[config.mk]
export PLATFORM = sky130hd
export DESIGN_NAME = fit_block_allocator
export DESIGN_NICKNAME = d
export VERILOG_FILES = /design/src/design/fba_pkg.sv /design/src/design/fba_ctrl.sv /design/src/design/fba_dp.sv /design/src/design/fit_block_allocator.sv
export SDC_FILE = /design/constraint.sdc
export NUM_CORES = 1
export LEC_CHECK = 0
export BUFFER_PORTS_ARGS = -buffer_cell sky130_fd_sc_hd__clkbuf_2
export CAP_MARGIN = 20
export CELL_PAD_IN_SITES_DETAIL_PLACEMENT = 1
export CELL_PAD_IN_SITES_GLOBAL_PLACEMENT = 1
export CORE_MARGIN = 1.5
export CORE_UTILIZATION = 40
export DETAILED_ROUTE_END_ITERATION = 6
export PLACE_DENSITY_LB_ADDON = 0.1
export SLEW_MARGIN = 20
export SYNTH_ARGS = -nofsm -noshare
export SYNTH_HDL_FRONTEND = slang
export SYNTH_SLANG_ARGS = --single-unit
[constraint.sdc]
create_clock -name clk_i -period 3.63 [get_ports clk_i]
set_input_delay 0.5445 -clock clk_i [delete_from_list [all_inputs] [get_ports clk_i]]
set_output_delay 0.5445 -clock clk_i [all_outputs]
set_load 0.1 [all_outputs]
[src/design/fba_pkg.sv]
// Shared types and constants of the fit block allocator.
`default_nettype none

package fba_pkg;

  // Input word kinds
  localparam logic KIND_APPEND = 1'b0;
  localparam logic KIND_ALLOC  = 1'b1;

  // Fit strategy register values
  localparam logic STRAT_FIRST_FIT = 1'b0;
  localparam logic STRAT_BEST_FIT  = 1'b1;

  // Port widths of the result word
  localparam int unsigned SIZE_PORT_W  = 16;
  localparam int unsigned INDEX_PORT_W = 5;
  localparam int unsigned COUNT_PORT_W = 6;

  typedef enum logic [1:0] {
    FBA_ST_OK      = 2'd0,
    FBA_ST_NOFIT   = 2'd1,
    FBA_ST_FULL    = 2'd2,
    FBA_ST_NOSPLIT = 2'd3
  } fba_status_e;

  typedef enum logic [2:0] {
    S_IDLE,
    S_APPEND,
    S_SCAN,
    S_GRANT,
    S_SHIFT,
    S_INSERT,
    S_DONE
  } fba_state_e;

  typedef struct packed {
    logic        load;
    logic        append_wr;
    logic        scan;
    logic        grant;
    logic        shift;
    logic        insert;
    logic        set_st;
    fba_status_e st;
    logic        emit;
  } fba_cmd_t;

  typedef struct packed {
    logic full;
    logic scan_done;
    logic found;
    logic rem_zero;
    logic shift_done;
    logic out_free;
  } fba_stat_t;

endpackage

`default_nettype wire

[src/design/fba_ctrl.sv]
// Sequencing state machine of the fit block allocator.
`default_nettype none

module fba_ctrl
  import fba_pkg::*;
(
  input  wire logic      clk_i,
  input  wire logic      rst_ni,
  input  wire logic      in_valid_i,
  input  wire logic      kind_i,
  output logic           in_ready_o,
  input  wire fba_stat_t stat_i,
  output fba_cmd_t       cmd_o
);

  fba_state_e state_q, state_d;

  always_ff @(posedge clk_i or negedge rst_ni) begin
    if (!rst_ni) begin
      state_q <= S_IDLE;
    end else begin
      state_q <= state_d;
    end
  end

  always_comb begin
    state_d    = state_q;
    cmd_o      = '0;
    cmd_o.st   = FBA_ST_OK;
    in_ready_o = 1'b0;
    case (state_q)
      S_IDLE: begin
        in_ready_o = 1'b1;
        if (in_valid_i) begin
          cmd_o.load = 1'b1;
          state_d    = (kind_i == KIND_ALLOC) ? S_SCAN : S_APPEND;
        end
      end
      S_APPEND: begin
        cmd_o.set_st = 1'b1;
        if (stat_i.full) begin
          cmd_o.st = FBA_ST_FULL;
        end else begin
          cmd_o.append_wr = 1'b1;
          cmd_o.st        = FBA_ST_OK;
        end
        state_d = S_DONE;
      end
      S_SCAN: begin
        cmd_o.scan = 1'b1;
        if (stat_i.scan_done) begin
          if (stat_i.found) begin
            state_d = S_GRANT;
          end else begin
            cmd_o.set_st = 1'b1;
            cmd_o.st     = FBA_ST_NOFIT;
            state_d      = S_DONE;
          end
        end
      end
      S_GRANT: begin
        cmd_o.grant = 1'b1;
        if (stat_i.rem_zero) begin
          cmd_o.set_st = 1'b1;
          cmd_o.st     = FBA_ST_OK;
          state_d      = S_DONE;
        end else if (stat_i.full) begin
          cmd_o.set_st = 1'b1;
          cmd_o.st     = FBA_ST_NOSPLIT;
          state_d      = S_DONE;
        end else begin
          state_d = S_SHIFT;
        end
      end
      S_SHIFT: begin
        cmd_o.shift = 1'b1;
        if (stat_i.shift_done) begin
          state_d = S_INSERT;
        end
      end
      S_INSERT: begin
        cmd_o.insert = 1'b1;
        cmd_o.set_st = 1'b1;
        cmd_o.st     = FBA_ST_OK;
        state_d      = S_DONE;
      end
      S_DONE: begin
        if (stat_i.out_free) begin
          cmd_o.emit = 1'b1;
          state_d    = S_IDLE;
        end
      end
      default: begin
        state_d = S_IDLE;
      end
    endcase
  end

endmodule

`default_nettype wire

[src/design/fba_dp.sv]
// Datapath of the fit block allocator: block table, scan, shift and result register.
`default_nettype none

module fba_dp
  import fba_pkg::*;
#(
  parameter int unsigned MAX_BLOCKS = 32,
  parameter int unsigned SIZE_BITS  = 16
) (
  input  wire logic                    clk_i,
  input  wire logic                    rst_ni,
  input  wire fba_cmd_t                cmd_i,
  output fba_stat_t                    stat_o,
  input  wire logic                    kind_i,
  input  wire logic [SIZE_PORT_W-1:0]  size_units_i,
  input  wire logic                    starts_free_i,
  input  wire logic                    cfg_valid_i,
  output logic                         cfg_ready_o,
  input  wire logic                    fit_strategy_i,
  output logic                         out_valid_o,
  input  wire logic                    out_ready_i,
  output logic [1:0]                   status_o,
  output logic [INDEX_PORT_W-1:0]      block_index_o,
  output logic [SIZE_PORT_W-1:0]       original_size_o,
  output logic [SIZE_PORT_W-1:0]       remainder_size_o,
  output logic [COUNT_PORT_W-1:0]      block_count_o
);

  localparam int unsigned IW = $clog2(MAX_BLOCKS);
  localparam int unsigned CW = $clog2(MAX_BLOCKS + 1);
  localparam logic [CW-1:0] MaxCount = CW'(MAX_BLOCKS);

  // Entry layout: free mark on top, size below
  logic [SIZE_BITS:0] mem [MAX_BLOCKS];
  logic [SIZE_BITS:0] rdata_q;

  logic                 kind_q;
  logic                 sfree_q;
  logic [SIZE_BITS-1:0] req_q;
  logic                 strat_q;
  logic [CW-1:0]        count_q, count_d;
  logic [CW-1:0]        rd_idx_q;
  logic                 cmp_vld_q;
  logic [IW-1:0]        cmp_idx_q;
  logic                 found_q;
  logic [IW-1:0]        pick_q;
  logic [SIZE_BITS-1:0] best_q;
  logic [CW-1:0]        sh_ptr_q;
  logic                 sh_vld_q;
  logic [IW-1:0]        sh_wa_q;
  logic [IW-1:0]        res_idx_q;
  logic [SIZE_BITS-1:0] res_orig_q;
  logic [SIZE_BITS-1:0] res_rem_q;
  fba_status_e          res_st_q;

  logic                    out_valid_q, out_valid_d;
  fba_status_e             out_st_q;
  logic [INDEX_PORT_W-1:0] out_idx_q;
  logic [SIZE_PORT_W-1:0]  out_orig_q;
  logic [SIZE_PORT_W-1:0]  out_rem_q;
  logic [COUNT_PORT_W-1:0] out_cnt_q;

  logic                 full;
  logic                 hit;
  logic                 take;
  logic                 ff_stop;
  logic                 scan_rd;
  logic                 sh_rd;
  logic [CW-1:0]        sh_prev;
  logic [CW-1:0]        pick_p1;
  logic [SIZE_BITS-1:0] rem;
  logic [31:0]          size_ext;
  logic [31:0]          idx_ext;
  logic [31:0]          orig_ext;
  logic [31:0]          rem_ext;
  logic [31:0]          cnt_ext;
  logic                 re;
  logic [IW-1:0]        raddr;
  logic                 we;
  logic [IW-1:0]        waddr;
  logic [SIZE_BITS:0]   wdata;

  assign full     = (count_q == MaxCount);
  assign hit      = cmp_vld_q && rdata_q[SIZE_BITS] && (rdata_q[SIZE_BITS-1:0] >= req_q);
  assign take     = hit && (!found_q ||
                    ((strat_q == STRAT_BEST_FIT) && (rdata_q[SIZE_BITS-1:0] < best_q)));
  assign ff_stop  = (strat_q == STRAT_FIRST_FIT) && found_q;
  assign scan_rd  = cmd_i.scan && (rd_idx_q < count_q) && !ff_stop;
  assign pick_p1  = CW'(pick_q) + CW'(1);
  assign sh_rd    = cmd_i.shift && (sh_ptr_q > pick_p1);
  assign sh_prev  = sh_ptr_q - CW'(1);
  assign rem      = best_q - req_q;
  assign size_ext = 32'(size_units_i);
  assign idx_ext  = 32'(res_idx_q);
  assign orig_ext = 32'(res_orig_q);
  assign rem_ext  = 32'(res_rem_q);
  assign cnt_ext  = 32'(count_q);

  assign stat_o.full       = full;
  assign stat_o.scan_done  = !cmp_vld_q && ((rd_idx_q >= count_q) || ff_stop);
  assign stat_o.found      = found_q;
  assign stat_o.rem_zero   = (rem == '0);
  assign stat_o.shift_done = !sh_rd && !sh_vld_q;
  assign stat_o.out_free   = !out_valid_q || out_ready_i;

  assign re    = scan_rd || sh_rd;
  assign raddr = scan_rd ? rd_idx_q[IW-1:0] : sh_prev[IW-1:0];

  always_comb begin
    we    = 1'b0;
    waddr = '0;
    wdata = '0;
    if (cmd_i.append_wr) begin
      we    = 1'b1;
      waddr = count_q[IW-1:0];
      wdata = {sfree_q, req_q};
    end else if (cmd_i.grant) begin
      we    = 1'b1;
      waddr = pick_q;
      wdata = {1'b0, req_q};
    end else if (cmd_i.shift && sh_vld_q) begin
      we    = 1'b1;
      waddr = sh_wa_q;
      wdata = rdata_q;
    end else if (cmd_i.insert) begin
      we    = 1'b1;
      waddr = pick_p1[IW-1:0];
      wdata = {1'b1, rem};
    end
  end

  always_ff @(posedge clk_i) begin
    if (we) begin
      mem[waddr] <= wdata;
    end
    if (re) begin
      rdata_q <= mem[raddr];
    end
  end

  always_comb begin
    count_d = count_q;
    if (cmd_i.append_wr || cmd_i.insert) begin
      count_d = count_q + CW'(1);
    end
    out_valid_d = out_valid_q;
    if (cmd_i.emit) begin
      out_valid_d = 1'b1;
    end else if (out_ready_i) begin
      out_valid_d = 1'b0;
    end
  end

  always_ff @(posedge clk_i or negedge rst_ni) begin
    if (!rst_ni) begin
      count_q     <= '0;
      strat_q     <= STRAT_FIRST_FIT;
      out_valid_q <= 1'b0;
      cmp_vld_q   <= 1'b0;
      sh_vld_q    <= 1'b0;
      found_q     <= 1'b0;
      rd_idx_q    <= '0;
    end else begin
      count_q     <= count_d;
      out_valid_q <= out_valid_d;
      cmp_vld_q   <= scan_rd;
      sh_vld_q    <= sh_rd;
      if (cfg_valid_i) begin
        strat_q <= fit_strategy_i;
      end
      if (cmd_i.load) begin
        found_q  <= 1'b0;
        rd_idx_q <= '0;
      end else begin
        if (take) begin
          found_q <= 1'b1;
        end
        if (scan_rd) begin
          rd_idx_q <= rd_idx_q + CW'(1);
        end
      end
    end
  end

  always_ff @(posedge clk_i) begin
    if (cmd_i.load) begin
      kind_q     <= kind_i;
      req_q      <= size_ext[SIZE_BITS-1:0];
      sfree_q    <= starts_free_i;
      res_idx_q  <= '0;
      res_orig_q <= '0;
      res_rem_q  <= '0;
    end
    if (scan_rd) begin
      cmp_idx_q <= rd_idx_q[IW-1:0];
    end
    if (take) begin
      pick_q <= cmp_idx_q;
      best_q <= rdata_q[SIZE_BITS-1:0];
    end
    if (cmd_i.append_wr) begin
      res_idx_q  <= count_q[IW-1:0];
      res_orig_q <= req_q;
    end
    if (cmd_i.grant) begin
      res_idx_q  <= pick_q;
      res_orig_q <= best_q;
      sh_ptr_q   <= count_q;
    end
    if (sh_rd) begin
      sh_wa_q  <= sh_ptr_q[IW-1:0];
      sh_ptr_q <= sh_prev;
    end
    if (cmd_i.insert) begin
      res_rem_q <= rem;
    end
    if (cmd_i.set_st) begin
      res_st_q <= cmd_i.st;
    end
    if (cmd_i.emit) begin
      out_st_q   <= res_st_q;
      out_idx_q  <= idx_ext[INDEX_PORT_W-1:0];
      out_orig_q <= orig_ext[SIZE_PORT_W-1:0];
      out_rem_q  <= rem_ext[SIZE_PORT_W-1:0];
      out_cnt_q  <= cnt_ext[COUNT_PORT_W-1:0];
    end
  end

  assign cfg_ready_o      = 1'b1;
  assign out_valid_o      = out_valid_q;
  assign status_o         = out_st_q;
  assign block_index_o    = out_idx_q;
  assign original_size_o  = out_orig_q;
  assign remainder_size_o = out_rem_q;
  assign block_count_o    = out_cnt_q;

  a_count_bound : assert property (@(posedge clk_i) disable iff (!rst_ni)
    count_q <= MaxCount)
    else $error("block count beyond table depth");

  a_count_step : assert property (@(posedge clk_i) disable iff (!rst_ni)
    1'b1 |=> (count_q == $past(count_q)) || (count_q == $past(count_q) + CW'(1)))
    else $error("block count moved by more than one");

  a_no_overwrite : assert property (@(posedge clk_i) disable iff (!rst_ni)
    cmd_i.emit |-> (!out_valid_q || out_ready_i))
    else $error("result register overwritten while still held");

  a_grant_found : assert property (@(posedge clk_i) disable iff (!rst_ni)
    cmd_i.grant |-> (found_q && (kind_q == KIND_ALLOC)))
    else $error("grant without a fitting block");

  a_insert_room : assert property (@(posedge clk_i) disable iff (!rst_ni)
    cmd_i.insert |-> (count_q < MaxCount) && (pick_p1 < count_q + CW'(1)))
    else $error("split inserted into a full table");

endmodule

`default_nettype wire

[src/design/fit_block_allocator.sv]
// Top level of the fit block allocator: controller plus datapath.
`default_nettype none

// Fit block allocator. Holds an ordered table of up to MAX_BLOCKS memory
// blocks (size plus free mark) in a single-port-write, registered-read RAM
// and serves one input word at a time. An append word (kind 0) adds a block
// at the end of the table; an allocate word (kind 1) searches for a free
// block at least as large as the request, first fit or best fit as the
// fit_strategy register selects (write it only while the block is idle).
// The chosen block shrinks to the request and is marked used; a nonzero
// remainder is inserted right after it as a free block, the tail of the
// table moving up one place, or is dropped with status 3 when the table is
// full. A scan reads the whole table for best fit or a miss, and up to one
// past the hit for first fit. A split moves the tail of the table up
// through the RAM read port one entry per cycle. A finished result waits
// in an output register, and the block is ready for the next word in the
// same cycle that the result is raised, while that result is still
// unclaimed. The table is not cleared at reset; only entries below the
// block count are read.
module fit_block_allocator
  import fba_pkg::*;
#(
  parameter int unsigned MAX_BLOCKS = 32,
  parameter int unsigned SIZE_BITS  = 16
) (
  input  wire logic                   clk_i,
  input  wire logic                   rst_ni,
  // input words
  input  wire logic                   in_valid_i,
  output logic                        in_ready_o,
  input  wire logic                   kind_i,
  input  wire logic [SIZE_PORT_W-1:0] size_units_i,
  input  wire logic                   starts_free_i,
  // fit strategy register write
  input  wire logic                   cfg_valid_i,
  output logic                        cfg_ready_o,
  input  wire logic                   fit_strategy_i,
  // result words
  output logic                        out_valid_o,
  input  wire logic                   out_ready_i,
  output logic [1:0]                  status_o,
  output logic [INDEX_PORT_W-1:0]     block_index_o,
  output logic [SIZE_PORT_W-1:0]      original_size_o,
  output logic [SIZE_PORT_W-1:0]      remainder_size_o,
  output logic [COUNT_PORT_W-1:0]     block_count_o
);

  fba_cmd_t  cmd;
  fba_stat_t stat;

  // Sequencer: decides which datapath step runs each cycle
  fba_ctrl u_ctrl (
    .clk_i      (clk_i),
    .rst_ni     (rst_ni),
    .in_valid_i (in_valid_i),
    .kind_i     (kind_i),
    .in_ready_o (in_ready_o),
    .stat_i     (stat),
    .cmd_o      (cmd)
  );

  // Table RAM, scan compare, tail shift and result register
  fba_dp #(
    .MAX_BLOCKS (MAX_BLOCKS),
    .SIZE_BITS  (SIZE_BITS)
  ) u_dp (
    .clk_i            (clk_i),
    .rst_ni           (rst_ni),
    .cmd_i            (cmd),
    .stat_o           (stat),
    .kind_i           (kind_i),
    .size_units_i     (size_units_i),
    .starts_free_i    (starts_free_i),
    .cfg_valid_i      (cfg_valid_i),
    .cfg_ready_o      (cfg_ready_o),
    .fit_strategy_i   (fit_strategy_i),
    .out_valid_o      (out_valid_o),
    .out_ready_i      (out_ready_i),
    .status_o         (status_o),
    .block_index_o    (block_index_o),
    .original_size_o  (original_size_o),
    .remainder_size_o (remainder_size_o),
    .block_count_o    (block_count_o)
  );

endmodule

`default_nettype wire
==> impl_metrics.toml, run 1 <==
[synthesis]
synthXorXnorAreaFrac = 0.00759
synth_compound_area_frac = 0.0549
synth_flop_cell = "edfxtp_1"
synthMuxAreaShare = 0.0942
async_reset_ff_frac = 0.0278
synth_area_um2 = 30000
yosys.area_share.simple = 0.0762
yosysUniqueCellTypes = 67
ys_warn_count = 0
synth_edf_count = 699
ys_seq_area_frac = 0.716
syn-num-nets = 2075
netlist_instances = 1987
ys_seq_elements = 719
synth-adder-area-share = 0.0269
avgSynthCellArea_um2 = 15.1
synth_top_family_by_area = "multiplexers"

[detailed_routing]
wl_um = 84100
route.detailed.drc = 0
wl_per_cell_um = 25.8
ant_nets = 0
firstDrtPassIters = 4
viasPerCell = 5.43
route.vias.total = 17700
drt_iter0_markers = 1254

[grt]
track_usage = 0.220
grt_antenna_before_repair = 2
grt_max_degree = 44
grt_pass1_wl_um = 124000
gr-total-overflow = 0
grt_pass1_vias = 18800

[floorplanning]
placeableCoreArea_um2 = 74300
die_x_um = 277
io_pins = 72
initial_core_util = 0.404
fp.dieH_um = 277
dieArea_um2 = 76600
rows = 100

[cts]
cts_buffers = 80
path_clk_slew_ns = 0.06
htreeDepth = 3
cts_tree = "built"
cts_buffer_depth = 3
clock_latency_ns = 0.63
clk_root_buffer_cell = "clkbuf_16"
clock_sinks = 719

[sta]
finalSetupViolCount = 0
hold_violations = 0
period_share = 0.972
slew_headroom = 0.324
fin_crit_ns = 3.53
tightest_slew_ns = 1.01
clock_skew_ns = 0.0169
fmax_mhz = 283
timing.hold.ws_ns = 0.0910
drv_slew = 0
tns_ns = 0

[placed_design]
place_area_um2 = 33000
gp_congestion = 0.846
io_buffers = 70
hpwlAfterDp_um = 54900

[finish]
area_growth_syn_to_layout_pct = 18.8
antenna-diode-count = 0
finalInstanceArea_um2 = 35600
num-nets-final = 2312
drive_gt1_frac = 0.178

[hold_path]
min_path_type = "primary input to register"

[setup_path]
cp_cell_sequence = "ha_1 -> a221oi_2 -> o2111ai_4 -> buf_4 -> buf_4 -> o21ai_4 -> buf_12 -> buf_4 -> mux2i_1 -> a32oi_1 -> buf_4 -> nand4_1"
critPathCaptureType = "register"
cp_data_required_time_ns = 3.99
cp.arrival_ns = 3.89
slowest_delay_ns = 0.40
crit_path_start_kind = "register"
path_max_fanout = 30
crit_family = "compound AO/OA/AOI/OAI gates"
critPathSlowestCell = "a221oi_2"
path_class = "register to register"
cpMostUsedCell = "buf_4"
critPathBufInv = 5

[job]
maxCapViolCount = 0

[power]
p_per_area_nw_per_um2 = 971
leakagePower_nw = 13.2
vdd_drop_max_mv = 0.492

[outcome]
status = "finished clean"
## logic make-up after synthesis
| group | after synthesis |
|---|---|
| XOR/XNOR | 26 |
| AND/OR/NAND/NOR | 523 |
| AO/OA/AOI/OAI | 224 |
| flip-flops | 719 |
| multiplexers | 282 |
| other | 1 |
| buffers and inverters | 148 |
| adder cells (fa/ha/maj) | 64 |
## area by class of cell
class,instances,area (µm²)
fillers,7267,38700
flip-flops and latches,719,21500
multi-input cells,1121,8000
repair buffers,241,2200
clock buffers,102,2150
well taps,969,1210
clock inverters,39,360
inverters,61,231
## worst reg2reg max path: cells and delay by family (launching register included)
kind / cells / cell delay (ns)
AND/OR/NAND/NOR: 1 / 0.10
buffers and inverters: 5 / 1.06
multiplexers: 1 / 0.11
flip-flops: 1 / 0.39
AO/OA/AOI/OAI: 4 / 1.26
adder cells (fa/ha/maj): 1 / 0.36
## sequential cells by signal, indices dropped and copies added, names as in the netlist, 2 cells and up
name and count:
u_dp.rdata_q 17, u_dp.res_rem_q 16, u_dp.status_o 2, u_ctrl.state_q 3, u_dp.pick_q 5, u_dp.sh_wa_q 5
u_dp.req_q 16, u_dp.res_st_q 2, u_dp.res_orig_q 16, u_dp.mem 544, u_dp.sh_ptr_q 6, u_dp.original_size_o 16
u_dp.block_count_o 6, u_dp.res_idx_q 5, u_dp.count_q 6, u_dp.remainder_size_o 16, u_dp.block_index_o 5, u_dp.rd_idx_q 6
u_dp.best_q 16, u_dp.cmp_idx_q 5
## cells in the final DEF (no fill, tap or decap), drive strengths merged, types with 17 or more instances in the layout
| cell type | instances |
|---|---|
| nand2 | 275 |
| buf | 170 |
| clkbuf | 172 |
| ha | 63 |
| mux2i | 279 |
| nor2 | 90 |
| clkinv | 29 |
| dfrtp | 20 |
| edfxtp | 699 |
| nand3 | 81 |
| a32oi | 68 |
| inv | 65 |
| a21oi | 33 |
| xnor2 | 17 |
| o21ai | 50 |
| nand4 | 27 |
## worst paths after layout
| path | start | to | slack [ns] | cells past startpoint |
|---|---|---|---|---|
| setup / recovery | u_dp.rd_idx_q[5] | u_dp.rdata_q[15] | 0.10 | 12 |
| hold / removal | size_units_i[8] | u_dp.req_q[8] | 0.09 | 1 |
| setup reg to reg | u_dp.rd_idx_q[5] | u_dp.rdata_q[15] | 0.10 | 12 |
| hold reg to reg | u_dp.res_rem_q[7] | u_dp.remainder_size_o[7] | 0.41 | 0 |
| max in group asynchronous | rst_ni | u_dp.out_valid_o | 2.79 | 2 |
| min in group asynchronous | rst_ni | u_dp.rd_idx_q[1] | 0.46 | 2 |
## routing by layer
layer	up-vias	share of wire	GRT usage
li1	8048	-	-
met1	9119	0.43	0.287
met2	366	0.51	0.383
met3	122	0.036	0.0300
met4	0	0.026	0.0635
met5	-	0	0
## cells in the mapped netlist (all sizes together), types with 27 or more instances
cell type	instances	area share
nand4	27	0.0056
mux2i	279	0.093
ha	63	0.026
inv	60	0.0076
nand3	81	0.014
nor2	90	0.012
a21oi	33	0.0055
edfxtp	699	0.70
buf	62	0.013
a32oi	68	0.020
o21ai	50	0.0087
nand2	275	0.034
## per-stage QoR
stage	std cells	utilization	worst slack [ns]	power, mW
6_report	3252	0.480	0.100	34.6
4_1_cts	3248	0.479	0.0284	34.9
2_1_floorplan	1987	-	0.245	20.6
3_5_place_dp	3106	0.444	-0.109	26.8
3_3_place_gp	3106	0.444	-0.0591	26.6
5_1_grt	3252	0.480	-0.00211	36.2
## where the power goes
part,switching (mW),internal (mW),total (mW)
sequential,0.484,11.0,11.5
combinational,9.85,5.43,15.3
clock,3.30,4.55,7.85
total,13.6,21.0,34.6
## timing repair
item,in CTS,in global routing
gates resized for setup,8,7
endpoints found under the setup margin,7,206
buffers inserted,0,3
cloned,0,1
hold endpoints to repair,20,0
pin swaps,0,1
hold buffers,1,0
Power figures use the tool's default switching activity.
==> run 2, diff against run 1 <==
- CELL_PAD_IN_SITES_GLOBAL_PLACEMENT: 1 -> 2
- CTS_BUF_LIST: unset -> sky130_fd_sc_hd__clkbuf_2 sky130_fd_sc_hd__clkbuf_4 sky130_fd_sc_hd__clkbuf_8
==> impl_metrics.toml, run 2 (synthesis results as in run 1) <==
[detailed_routing]
ant_nets = 0
route.vias.total = 18100
viasPerCell = 5.39
wl_per_cell_um = 26.0
wl_um = 87200
firstDrtPassIters = 5
drt_iter0_markers = 1148
route.detailed.drc = 0

[sta]
finalSetupViolCount = 0
tightest_slew_ns = 0.954
fin_crit_ns = 3.51
drv_slew = 0
setup_slack_ns = 0.125
period_share = 0.966
fmax_mhz = 285
slew_headroom = 0.364
hold_violations = 0
clock_skew_ns = 0.0350

[cts]
clock_latency_ns = 0.74
cts_buffers = 121
cts_buffer_depth = 3
cts_tree = "built"
path_clk_slew_ns = 0.06
clock_sinks = 719
htreeDepth = 3
clk_root_buffer_cell = "clkbuf_8"

[finish]
largest_reg_flops = 544
reg.largest.list = "u_dp.mem x544, u_dp.rdata_q x17"
final_common_cell = "edfxtp_1"
final_cell_mix = "edfxtp_1 (699), mux2i_1 (277), nand2_1 (275), clkbuf_8 (127), buf_4 (109)"
area_growth_syn_to_layout_pct = 19.5
largest_register = "u_dp.mem"
drive_gt1_frac = 0.203
finalInstanceArea_um2 = 35800
num-nets-final = 2363

[setup_path]
crit_path_start_kind = "register"
cp_data_required_time_ns = 4.06
path_max_fanout = 14
cp.arrival_ns = 3.94
path_class = "register to register"
critPathCaptureType = "register"

[power]
share_seq_of_total_power = 0.336
vdd_drop_max_mv = 0.423
switchingPower_mw = 14.0
swShare = 0.407
p_per_area_nw_per_um2 = 961
leakagePower_nw = 13.4
power_frac_comb = 0.455
clkPwrFrac = 0.209
p_int_mw = 20.4

[floorplanning]
dieArea_um2 = 76600
fp.dieH_um = 277
initial_core_util = 0.404
die_x_um = 277
io_pins = 72
rows = 100
placeableCoreArea_um2 = 74300

[placed_design]
io_buffers = 70
gp_congestion = 0.820
place_area_um2 = 33000
place_ws_ns = -0.136
hpwlAfterDp_um = 56400

[job]
maxCapViolCount = 0

[outcome]
status = "finished clean"

[grt]
track_usage = 0.230
grt_antenna_before_repair = 2
grt_pass1_vias = 19300
grt_max_degree = 40
gr-total-overflow = 0
grt_pass1_wl_um = 130000

[hold_path]
min_path_type = "primary input to register"
==> run 2: layout make-up <==
cell class | instances | area, µm²
diodes | 3 | 7.51
clock buffers | 164 | 2030
clock inverters | 61 | 392
fillers | 7323 | 38500
inverters | 61 | 231
multi-input cells | 1121 | 8040
flip-flops and latches | 719 | 21500
well taps | 969 | 1210
repair buffers | 251 | 2430
==> run 2: worst max-delay path: stages (launching register included) <==
cell and delay, ns:
dfrtp_1 0.35, inv_1 0.07, ha_1 0.34, a221oi_4 0.36, o2111ai_4 0.22, inv_4 0.14
mux2i_4 0.25, buf_12 0.20, buf_4 0.31, mux2i_1 0.22, nand2_1 0.07, a32oi_1 0.44
nand4_1 0.18
==> run 2: metal layers <==
metal / up-vias / global-route usage / share of wire
li1: 8179 / - / -
met1: 9378 / 0.304 / 0.44
met2: 397 / 0.397 / 0.50
met3: 106 / 0.0307 / 0.038
met5: - / 0 / 0
met4: 0 / 0.0617 / 0.018
==> run 2: what timing repair did <==
| action | in CTS | in global routing |
|---|---|---|
| hold buffers | 19 | 0 |
| resized for setup | 14 | 7 |
| setup endpoints to repair | 14 | 16 |
| buffers inserted | 0 | 1 |
| pin swaps | 0 | 2 |
| cloned | 0 | 2 |
| hold endpoints to repair | 38 | 0 |
==> run 2: stage by stage <==
stage                     total power, mW   util  TNS, ns  hold WS, ns  instances
after floorplan                      20.6      -        0        0.249       1987
after global placement               26.9  0.444   -0.346        0.401       3099
after detailed placement             27.1  0.444   -0.551        0.406       3099
after CTS                            34.6  0.481        0      0.00147       3343
after global routing                 36.1  0.482  -0.0227       0.0514       3348
final                                34.4  0.482        0       0.0602       3349
==> run 2: path summary, 6_finish.rpt <==
| check | start | endpoint | slack [ns] | cells past startpoint |
|---|---|---|---|---|
| worst min register to register | u_dp.cmp_idx_q[2] | u_dp.pick_q[2] | 0.41 | 0 |
| max in group asynchronous | rst_ni | u_dp.cmp_vld_q | 2.89 | 2 |
| worst min-delay path | fit_strategy_i | u_dp.strat_q | 0.06 | 3 |
| worst max register to register | u_dp.count_q[5] | u_dp.rdata_q[0] | 0.12 | 12 |
| min in group asynchronous | rst_ni | u_dp.found_q | 0.35 | 2 |
| worst max-delay path | u_dp.count_q[5] | u_dp.rdata_q[0] | 0.12 | 12 |
==> run 2: power groups by stage <==
stage / clock network, mW / registers (mW) / logic [mW]
4_1_cts: 7.41 / 11.6 / 15.6
2_1_floorplan: 0 / 12.3 / 8.30
5_1_grt: 7.76 / 11.6 / 16.7
3_3_place_gp: 0 / 11.7 / 15.2
3_5_place_dp: 0 / 11.7 / 15.4
6_report: 7.19 / 11.6 / 15.7
